## src/hdl/ssre_pkg.sv

```systemverilog
package ssre_pkg;

  localparam int unsigned CoordW  = 12;
  localparam int unsigned GainW   = 16;
  localparam int unsigned RadiusW = 16;
  localparam int unsigned GapW    = 21;
  localparam int unsigned FracW   = 16;
  localparam int unsigned SqW     = 2 * CoordW + 1;
  localparam int unsigned OpW     = 2 * GapW;
  localparam int unsigned RemW    = GapW + 4;

  typedef enum logic [1:0] {
    OP_SQRT = 2'b01,
    OP_DIV  = 2'b10
  } itr_op_e;

  typedef struct packed {
    logic    start;
    itr_op_e op;
  } itr_ctrl_t;

endpackage

```

## src/hdl/ssre_mul.sv

```systemverilog
module ssre_mul #(
  parameter int unsigned AW = 24,
  parameter int unsigned BW = 16
) (
  input  logic             clk_i,
  input  logic [AW-1:0]    a_i,
  input  logic [BW-1:0]    b_i,
  output logic [AW+BW-1:0] p_o
);

  logic [AW+BW-1:0] p_q;

  always_ff @(posedge clk_i) begin
    p_q <= (AW+BW)'(a_i) * (AW+BW)'(b_i);
  end

  assign p_o = p_q;

endmodule

```

## src/hdl/ssre_itr.sv

```systemverilog
module ssre_itr #(
  parameter int unsigned ResW = 24,
  parameter int unsigned DivW = 4
) (
  input  logic                    clk_i,
  input  logic                    rst_ni,
  input  ssre_pkg::itr_ctrl_t     ctrl_i,
  input  logic [ssre_pkg::OpW-1:0] opnd_i,
  input  logic [DivW-1:0]         divisor_i,
  output logic                    done_o,
  output logic [ResW-1:0]         result_o
);

  localparam int unsigned OpW   = ssre_pkg::OpW;
  localparam int unsigned RemW  = ssre_pkg::RemW;
  localparam int unsigned GapW  = ssre_pkg::GapW;
  localparam int unsigned StepW = $clog2(ResW + 1);

  ssre_pkg::itr_op_e op_q;
  logic [OpW-1:0]    opnd_q, opnd_d;
  logic [DivW-1:0]   div_q;
  logic [RemW-1:0]   rem_q, rem_sh, trial, diff;
  logic [ResW-1:0]   res_q;
  logic [StepW-1:0]  step_q;
  logic              busy_q, done_q, ge;

  // one shift-compare-subtract step, root digit pair or quotient bit
  always_comb begin
    unique case (op_q)
      ssre_pkg::OP_SQRT: begin
        rem_sh = {rem_q[RemW-3:0], opnd_q[OpW-1 -: 2]};
        trial  = RemW'({res_q[GapW-1:0], 2'b01});
        opnd_d = {opnd_q[OpW-3:0], 2'b00};
      end
      ssre_pkg::OP_DIV: begin
        rem_sh = {rem_q[RemW-2:0], opnd_q[OpW-1]};
        trial  = RemW'(div_q);
        opnd_d = {opnd_q[OpW-2:0], 1'b0};
      end
      default: begin
        rem_sh = rem_q;
        trial  = '0;
        opnd_d = opnd_q;
      end
    endcase
    ge   = (rem_sh >= trial);
    diff = rem_sh - trial;
  end

  always_ff @(posedge clk_i or negedge rst_ni) begin
    if (!rst_ni) begin
      busy_q <= 1'b0;
      done_q <= 1'b0;
      step_q <= '0;
    end else begin
      done_q <= 1'b0;
      if (ctrl_i.start) begin
        busy_q <= 1'b1;
        step_q <= (ctrl_i.op == ssre_pkg::OP_SQRT) ? StepW'(GapW) : StepW'(ResW);
      end else if (busy_q) begin
        step_q <= step_q - StepW'(1);
        if (step_q == StepW'(1)) begin
          busy_q <= 1'b0;
          done_q <= 1'b1;
        end
      end
    end
  end

  always_ff @(posedge clk_i) begin
    if (ctrl_i.start) begin
      op_q   <= ctrl_i.op;
      opnd_q <= opnd_i;
      div_q  <= divisor_i;
      rem_q  <= '0;
      res_q  <= '0;
    end else if (busy_q) begin
      opnd_q <= opnd_d;
      rem_q  <= ge ? diff : rem_sh;
      res_q  <= {res_q[ResW-2:0], ge};
    end
  end

  assign done_o   = done_q;
  assign result_o = res_q;

endmodule

```

## src/hdl/stroke_speed_radius_estimator_top.sv

```systemverilog
// stroke speed radius estimator
//
// in channel (in_valid_i/in_ready_o): one transaction per pointer event, action_i = 0 for
// begin or move with pos_x_i/pos_y_i, action_i = 1 for end of stroke
// out channel (out_valid_o/out_ready_i): one radius_o per begin or move, none for an end
// cfg channel (cfg_valid_i/cfg_ready_o): cfg_data_i writes radius_gain (Q8.8), always ready
//
// a move squares dx and dy on the shared multiplier, then runs 21 root steps and GW
// quotient steps on the shared shift-subtract unit, GW being the gap sum width (24 at
// depth 8), with sequencing states in between
// the first point of a stroke skips the squares and the root
// an end is taken in idle and leaves the estimator idle; in_ready_o is high only between items
//
// reset clears the history and the output valid flag and sets the gain to 1.0
// a result waits in the output register while the receiver stalls; the next item
// is taken meanwhile and its result is held until the register is free
module stroke_speed_radius_estimator_top #(
  parameter int unsigned HISTORY_DEPTH = 8
) (
  input  logic                           clk_i,
  input  logic                           rst_ni,
  input  logic                           in_valid_i,
  output logic                           in_ready_o,
  input  logic                           action_i,
  input  logic [ssre_pkg::CoordW-1:0]    pos_x_i,
  input  logic [ssre_pkg::CoordW-1:0]    pos_y_i,
  output logic                           out_valid_o,
  input  logic                           out_ready_i,
  output logic [ssre_pkg::RadiusW-1:0]   radius_o,
  input  logic                           cfg_valid_i,
  output logic                           cfg_ready_o,
  input  logic [ssre_pkg::GainW-1:0]     cfg_data_i
);

  localparam int unsigned RingN  = HISTORY_DEPTH - 1;
  localparam int unsigned PtrW   = (RingN > 1) ? $clog2(RingN) : 1;
  localparam int unsigned CntW   = $clog2(HISTORY_DEPTH + 1);
  localparam int unsigned GapW   = ssre_pkg::GapW;
  localparam int unsigned SumW   = GapW + $clog2(RingN);
  localparam int unsigned GainW  = ssre_pkg::GainW;
  localparam int unsigned CoordW = ssre_pkg::CoordW;
  localparam int unsigned SqW    = ssre_pkg::SqW;
  localparam int unsigned OpW    = ssre_pkg::OpW;
  localparam int unsigned FracW  = ssre_pkg::FracW;
  localparam int unsigned RadW   = ssre_pkg::RadiusW;
  localparam int unsigned ProdW  = SumW + GainW;

  typedef enum logic [8:0] {
    ST_IDLE   = 9'b000000001,
    ST_SQ_X   = 9'b000000010,
    ST_SQ_Y   = 9'b000000100,
    ST_SQ_SUM = 9'b000001000,
    ST_ROOT   = 9'b000010000,
    ST_MUL_P  = 9'b000100000,
    ST_DIV_GO = 9'b001000000,
    ST_DIV_W  = 9'b010000000,
    ST_FIN    = 9'b100000000
  } state_e;

  state_e              state_q, state_d;
  logic [GainW-1:0]    gain_q;
  logic [CoordW-1:0]   last_x_q, last_y_q, x_q, y_q;
  logic [CoordW-1:0]   dx_q, dy_q;
  logic [SumW-1:0]     sum_q;
  logic [CntW-1:0]     cnt_q;
  logic [PtrW-1:0]     ptr_q;
  logic [GapW-1:0]     ring [RingN];
  logic [GapW-1:0]     rd_q;
  logic [SqW-1:0]      sq_q, sq_sum;
  logic [RadW-1:0]     res_q, radius_q, sat;
  logic                out_valid_q;

  logic                in_acc, ring_wr, full;
  logic [GapW-1:0]     gap;
  logic [SumW-1:0]     mul_a;
  logic [GainW-1:0]    mul_b;
  logic [ProdW-1:0]    prod;
  ssre_pkg::itr_ctrl_t itr_ctrl;
  logic [OpW-1:0]      itr_opnd;
  logic                itr_done;
  logic [SumW-1:0]     itr_res;

  assign in_acc      = in_valid_i && in_ready_o;
  assign in_ready_o  = (state_q == ST_IDLE);
  assign cfg_ready_o = 1'b1;
  assign full        = (cnt_q == CntW'(HISTORY_DEPTH));
  assign gap         = itr_res[GapW-1:0];
  assign ring_wr     = (state_q == ST_ROOT) && itr_done;
  assign sq_sum      = sq_q + SqW'(prod);
  assign sat         = (|itr_res[SumW-1:RadW]) ? '1 : itr_res[RadW-1:0];

  // shared multiplier and shift-subtract unit operands
  always_comb begin
    mul_a          = sum_q;
    mul_b          = gain_q;
    itr_ctrl.start = 1'b0;
    itr_ctrl.op    = ssre_pkg::OP_SQRT;
    itr_opnd       = OpW'({sq_sum, {FracW{1'b0}}});
    unique case (state_q)
      ST_SQ_X: begin
        mul_a = SumW'(dx_q);
        mul_b = GainW'(dx_q);
      end
      ST_SQ_Y: begin
        mul_a = SumW'(dy_q);
        mul_b = GainW'(dy_q);
      end
      ST_SQ_SUM: begin
        itr_ctrl.start = 1'b1;
      end
      ST_DIV_GO: begin
        itr_ctrl.start = 1'b1;
        itr_ctrl.op    = ssre_pkg::OP_DIV;
        itr_opnd       = {prod[FracW +: SumW], {(OpW-SumW){1'b0}}};
      end
      default: begin
      end
    endcase
  end

  always_comb begin
    state_d = state_q;
    unique case (state_q)
      ST_IDLE: begin
        if (in_acc && !action_i) begin
          state_d = (cnt_q == '0) ? ST_MUL_P : ST_SQ_X;
        end
      end
      ST_SQ_X:   state_d = ST_SQ_Y;
      ST_SQ_Y:   state_d = ST_SQ_SUM;
      ST_SQ_SUM: state_d = ST_ROOT;
      ST_ROOT: begin
        if (itr_done) begin
          state_d = ST_MUL_P;
        end
      end
      ST_MUL_P:  state_d = ST_DIV_GO;
      ST_DIV_GO: state_d = ST_DIV_W;
      ST_DIV_W: begin
        if (itr_done) begin
          state_d = ST_FIN;
        end
      end
      ST_FIN: begin
        if (!out_valid_q || out_ready_i) begin
          state_d = ST_IDLE;
        end
      end
      default:   state_d = ST_IDLE;
    endcase
  end

  always_ff @(posedge clk_i or negedge rst_ni) begin
    if (!rst_ni) begin
      state_q     <= ST_IDLE;
      gain_q      <= GainW'(256);
      last_x_q    <= '0;
      last_y_q    <= '0;
      sum_q       <= '0;
      cnt_q       <= '0;
      ptr_q       <= '0;
      out_valid_q <= 1'b0;
    end else begin
      state_q <= state_d;
      if (cfg_valid_i) begin
        gain_q <= cfg_data_i;
      end
      if (in_acc) begin
        if (action_i) begin
          cnt_q <= '0;
          sum_q <= '0;
          ptr_q <= '0;
        end else if (cnt_q == '0) begin
          cnt_q    <= CntW'(1);
          last_x_q <= pos_x_i;
          last_y_q <= pos_y_i;
        end
      end
      if (ring_wr) begin
        if (full) begin
          sum_q <= sum_q - SumW'(rd_q) + SumW'(gap);
        end else begin
          sum_q <= sum_q + SumW'(gap);
          cnt_q <= cnt_q + CntW'(1);
        end
        ptr_q    <= (ptr_q == PtrW'(RingN - 1)) ? '0 : ptr_q + PtrW'(1);
        last_x_q <= x_q;
        last_y_q <= y_q;
      end
      if (state_q == ST_FIN && (!out_valid_q || out_ready_i)) begin
        out_valid_q <= 1'b1;
      end else if (out_ready_i) begin
        out_valid_q <= 1'b0;
      end
    end
  end

  always_ff @(posedge clk_i) begin
    if (in_acc) begin
      x_q  <= pos_x_i;
      y_q  <= pos_y_i;
      dx_q <= (pos_x_i > last_x_q) ? pos_x_i - last_x_q : last_x_q - pos_x_i;
      dy_q <= (pos_y_i > last_y_q) ? pos_y_i - last_y_q : last_y_q - pos_y_i;
    end
    if (state_q == ST_SQ_Y) begin
      sq_q <= SqW'(prod);
    end
    if (state_q == ST_DIV_W && itr_done) begin
      res_q <= sat;
    end
    if (state_q == ST_FIN && (!out_valid_q || out_ready_i)) begin
      radius_q <= res_q;
    end
  end

  // gap ring, oldest entry read ahead of the write to the same slot
  always_ff @(posedge clk_i) begin
    if (ring_wr) begin
      ring[ptr_q] <= gap;
    end
    rd_q <= ring[ptr_q];
  end

  ssre_mul #(
    .AW (SumW),
    .BW (GainW)
  ) u_mul (
    .clk_i (clk_i),
    .a_i   (mul_a),
    .b_i   (mul_b),
    .p_o   (prod)
  );

  ssre_itr #(
    .ResW (SumW),
    .DivW (CntW)
  ) u_itr (
    .clk_i     (clk_i),
    .rst_ni    (rst_ni),
    .ctrl_i    (itr_ctrl),
    .opnd_i    (itr_opnd),
    .divisor_i (cnt_q),
    .done_o    (itr_done),
    .result_o  (itr_res)
  );

  assign out_valid_o = out_valid_q;
  assign radius_o    = radius_q;

endmodule
```

## config.mk

```make
export PLATFORM = sky130hd
export DESIGN_NAME = stroke_speed_radius_estimator_top
export DESIGN_NICKNAME = d
export VERILOG_FILES = /design/src/hdl/ssre_pkg.sv /design/src/hdl/ssre_mul.sv /design/src/hdl/ssre_itr.sv /design/src/hdl/stroke_speed_radius_estimator_top.sv
export SDC_FILE = /design/constraint.sdc
export NUM_CORES = 2
export LEC_CHECK = 0
export BUFFER_PORTS_ARGS = -buffer_cell sky130_fd_sc_hd__buf_4
export CAP_MARGIN = 15
export CORE_MARGIN = 3
export CORE_UTILIZATION = 70
export CTS_CLUSTER_DIAMETER = 150
export DETAILED_ROUTE_END_ITERATION = 10
export GPL_TIMING_DRIVEN = 0
export PLACE_DENSITY = 0.87
export SLEW_MARGIN = 0
export SYNTH_ARGS = -nofsm -noshare
export SYNTH_HDL_FRONTEND = slang
export SYNTH_HIERARCHICAL = 1
export SYNTH_SLANG_ARGS = --single-unit
export TNS_END_PERCENT = 20
```

## constraint.sdc

```tcl
create_clock -name clk_i -period 19.5 [get_ports clk_i]
set_clock_uncertainty 0.1 [all_clocks]
set_input_delay 3.9 -clock clk_i [delete_from_list [all_inputs] [get_ports clk_i]]
set_output_delay 3.9 -clock clk_i [all_outputs]
set_load 0.01 [all_outputs]
```

==> reports/results.tsv <==
metric	value	unit
seq_area_frac_synth	0.338	
crit_start	state_q[0]	
swShare	0.435	
initial_core_util	0.713	
tightest_slew	1.28	ns
final_hold_viol_count	0	
clockPowerShare	0.195	
p_comb_frac	0.511	
drc	0	
die_y	244	um
num_vias	31700	
fin_area	43200	um^2
finalWirelength	111000	um
syn2layout_area_growth	8.94	%
layout_common_cells	inv_1, nand2_1, fa_1	
cp_top_family	adder cells	
cts_buffers	51	
hpwl	82600	um
grt_setup_unrepaired	false	
cts_setup_buffers	0	
cts_root_buf	clkbuf_16	
ctsResizeCount	0	
critPathSlowestCell	nor3_1	
track_usage	0.371	
ios	65	
worst-path-stages	27	
worstSetupPathType	register to register	
drv_slew	0	
dieWidth	244	um
holdCritPathClass	register to register	
finalSetupViolCount	0	
worstSetupEndpointType	register	
synth-edff-count	300	
cts_tree	done	
worstHoldStart	res_q[6]	
coreArea	55600	um^2
grt_use_met1	0.503	
htree_levels	2	
crit_end	u_mul/p_o[32]	
fin_crit_sh	0.487	
dieArea	59600	um^2
arrival	9.91	ns
status	completed	
busiest_layer	met2	
dpl_cell_area	41400	um^2
synth_cell_types	106	
cts.sinks	498	
worstPathRequired	19.92	ns
r2r-end	u_mul/p_o[32]	
port_buffers	62	
grt_max_degree	89	
synthCells	4073	
grt_pass1_wl	173000	um
p_switching	0.00230	W
grt.overflow.total	0	
grt_pass1_vias	31700	
path_max_fanout	10	
period_minus_slack	9.49	ns
reg2reg_slack	10.01	ns
fin_ws	10.01	ns
antenna_found_initial	2	
cap_violations	0	
worstSetupStartpointType	register	
grt_use_met3	0.0879	
synthArstFlopShare	0.177	
final_nets	4859	
first_pass_iters	7	
clk_pin_slew	0.07	ns
power_density	122	nW/um^2
holdWs	0.318	ns
peakVddDrop	0.000113	V
p_leak	19.1	nW
place_worst_setup_slack	10.33	ns
synthesis.area	39700	um^2
p_seq_frac	0.295	
rows	86	
place.gp.congestion	1.01	
ys_seq_elements	498	
ys.flop_type	edfxtp_1	
drtAntennaViolNets	0	
final_common_cell	inv_1	
setup_tns	0	ns
p_int	0.00299	W
crit_buf_inv	8	
clockBufferDepth	3	
slowest_delay	1.02	ns
drive_above_1_share	0.0647	
postSynthAreaPerCell	9.74	um^2
post_drt_wl_per_cell	22.1	um
rr_worst_depth	27	
ys_warn_count	6	
fmaxAchievable	105	MHz
grt.met2_usage	0.587	
r2r-start	state_q[0]	
viasPerCell	6.32	
hold_buffers	0	
slew_headroom	0.143	
drt-initial-drc-count	3399	
cpMostUsedCell	fa_1	
clock_latency	0.63	ns
[metal layers]
layer | wire, um | share of wire | up-vias
met5 | 0 | 0 | -
li1 | - | - | 14000
met3 | 13400 | 0.12 | 374
met2 | 49800 | 0.45 | 2023
met1 | 42800 | 0.39 | 15300
met4 | 4910 | 0.044 | 0
[registers in the layout (all words and copies together), names as in the netlist, 5 cells and up]
register and flops:
dx_q 12, dy_q 12, gain_q 16, last_x_q 12
last_y_q 12, radius_o 16, rd_q 21, res_q 16
ring 147, sq_q 25, state_q 9, sum_q 24
u_itr/opnd_q 42, u_itr/rem_q 25, u_itr/result_o 24, u_itr/step_q 5
u_mul/p_o 40, x_q 12, y_q 12
[cell type report]
type	instances	area, um^2
timing repair buffer	83	727
sequential	498	13400
clock inverter	24	288
clock buffer	72	1500
buffer	188	781
tap	748	936
inverter	554	2080
multi-input combinational	2848	23500
antenna	2	5.00
fill	3689	12400
[kinds of logic after synthesis]
kind of cell	count (synthesis)	share of synthesized area
XOR/XNOR	126	0.0278
AND/OR/NAND/NOR	1169	0.141
other	2	0.000189
AO/OA/AOI/OAI	802	0.135
multiplexers	145	0.0373
adder cells (fa/ha/maj)	589	0.249
flip-flops	498	0.338
buffers and inverters	742	0.0722
[synthesized netlist by cell type (all sizes together) (50+ instances only)]
library cell | n | area share
inv | 554 | 0.052
edfxtp | 300 | 0.23
and2 | 195 | 0.031
a21oi | 178 | 0.023
dfrtp | 86 | 0.054
nand2 | 501 | 0.048
a21o | 78 | 0.015
fa | 334 | 0.17
ha | 255 | 0.080
o21ai | 212 | 0.027
nand3 | 56 | 0.0071
mux2i | 122 | 0.031
dfxtp | 110 | 0.056
nor3 | 50 | 0.0063
xnor2 | 70 | 0.015
nor2 | 203 | 0.019
clkbuf | 139 | 0.013
xor2 | 56 | 0.012
[how the worst min path moves through the flow]
| stage | cells past startpoint | slack (ns) | endpoint |
|---|---|---|---|
| after CTS | 0 | 0.32 | radius_o[7] |
| after global routing | 0 | 0.33 | radius_o[0] |
| after global placement | 0 | 0.30 | radius_o[0] |
| after floorplan | 0 | 0.30 | radius_o[0] |
| final | 0 | 0.32 | radius_o[6] |
| after detailed placement | 0 | 0.30 | radius_o[9] |
[power groups by stage]
stage | registers (W) | logic [W] | clock network [W]
3_5_place_dp | 0.00157 | 0.00259 | 0
2_1_floorplan | 0.00149 | 0.00193 | 0
3_3_place_gp | 0.00156 | 0.00251 | 0
4_1_cts | 0.00155 | 0.00263 | 0.00103
5_1_grt | 0.00157 | 0.00296 | 0.00107
6_report | 0.00156 | 0.00270 | 0.00103
[per-stage QoR]
step,std cells,util,total power (W)
6_report,5017,0.777,0.00529
5_1_grt,5015,0.777,0.00561
4_1_cts,5011,0.776,0.00521
3_5_place_dp,4915,0.744,0.00416
3_3_place_gp,4898,0.739,0.00407
2_1_floorplan,4088,-,0.00342
(Power assumes the default switching activity.)
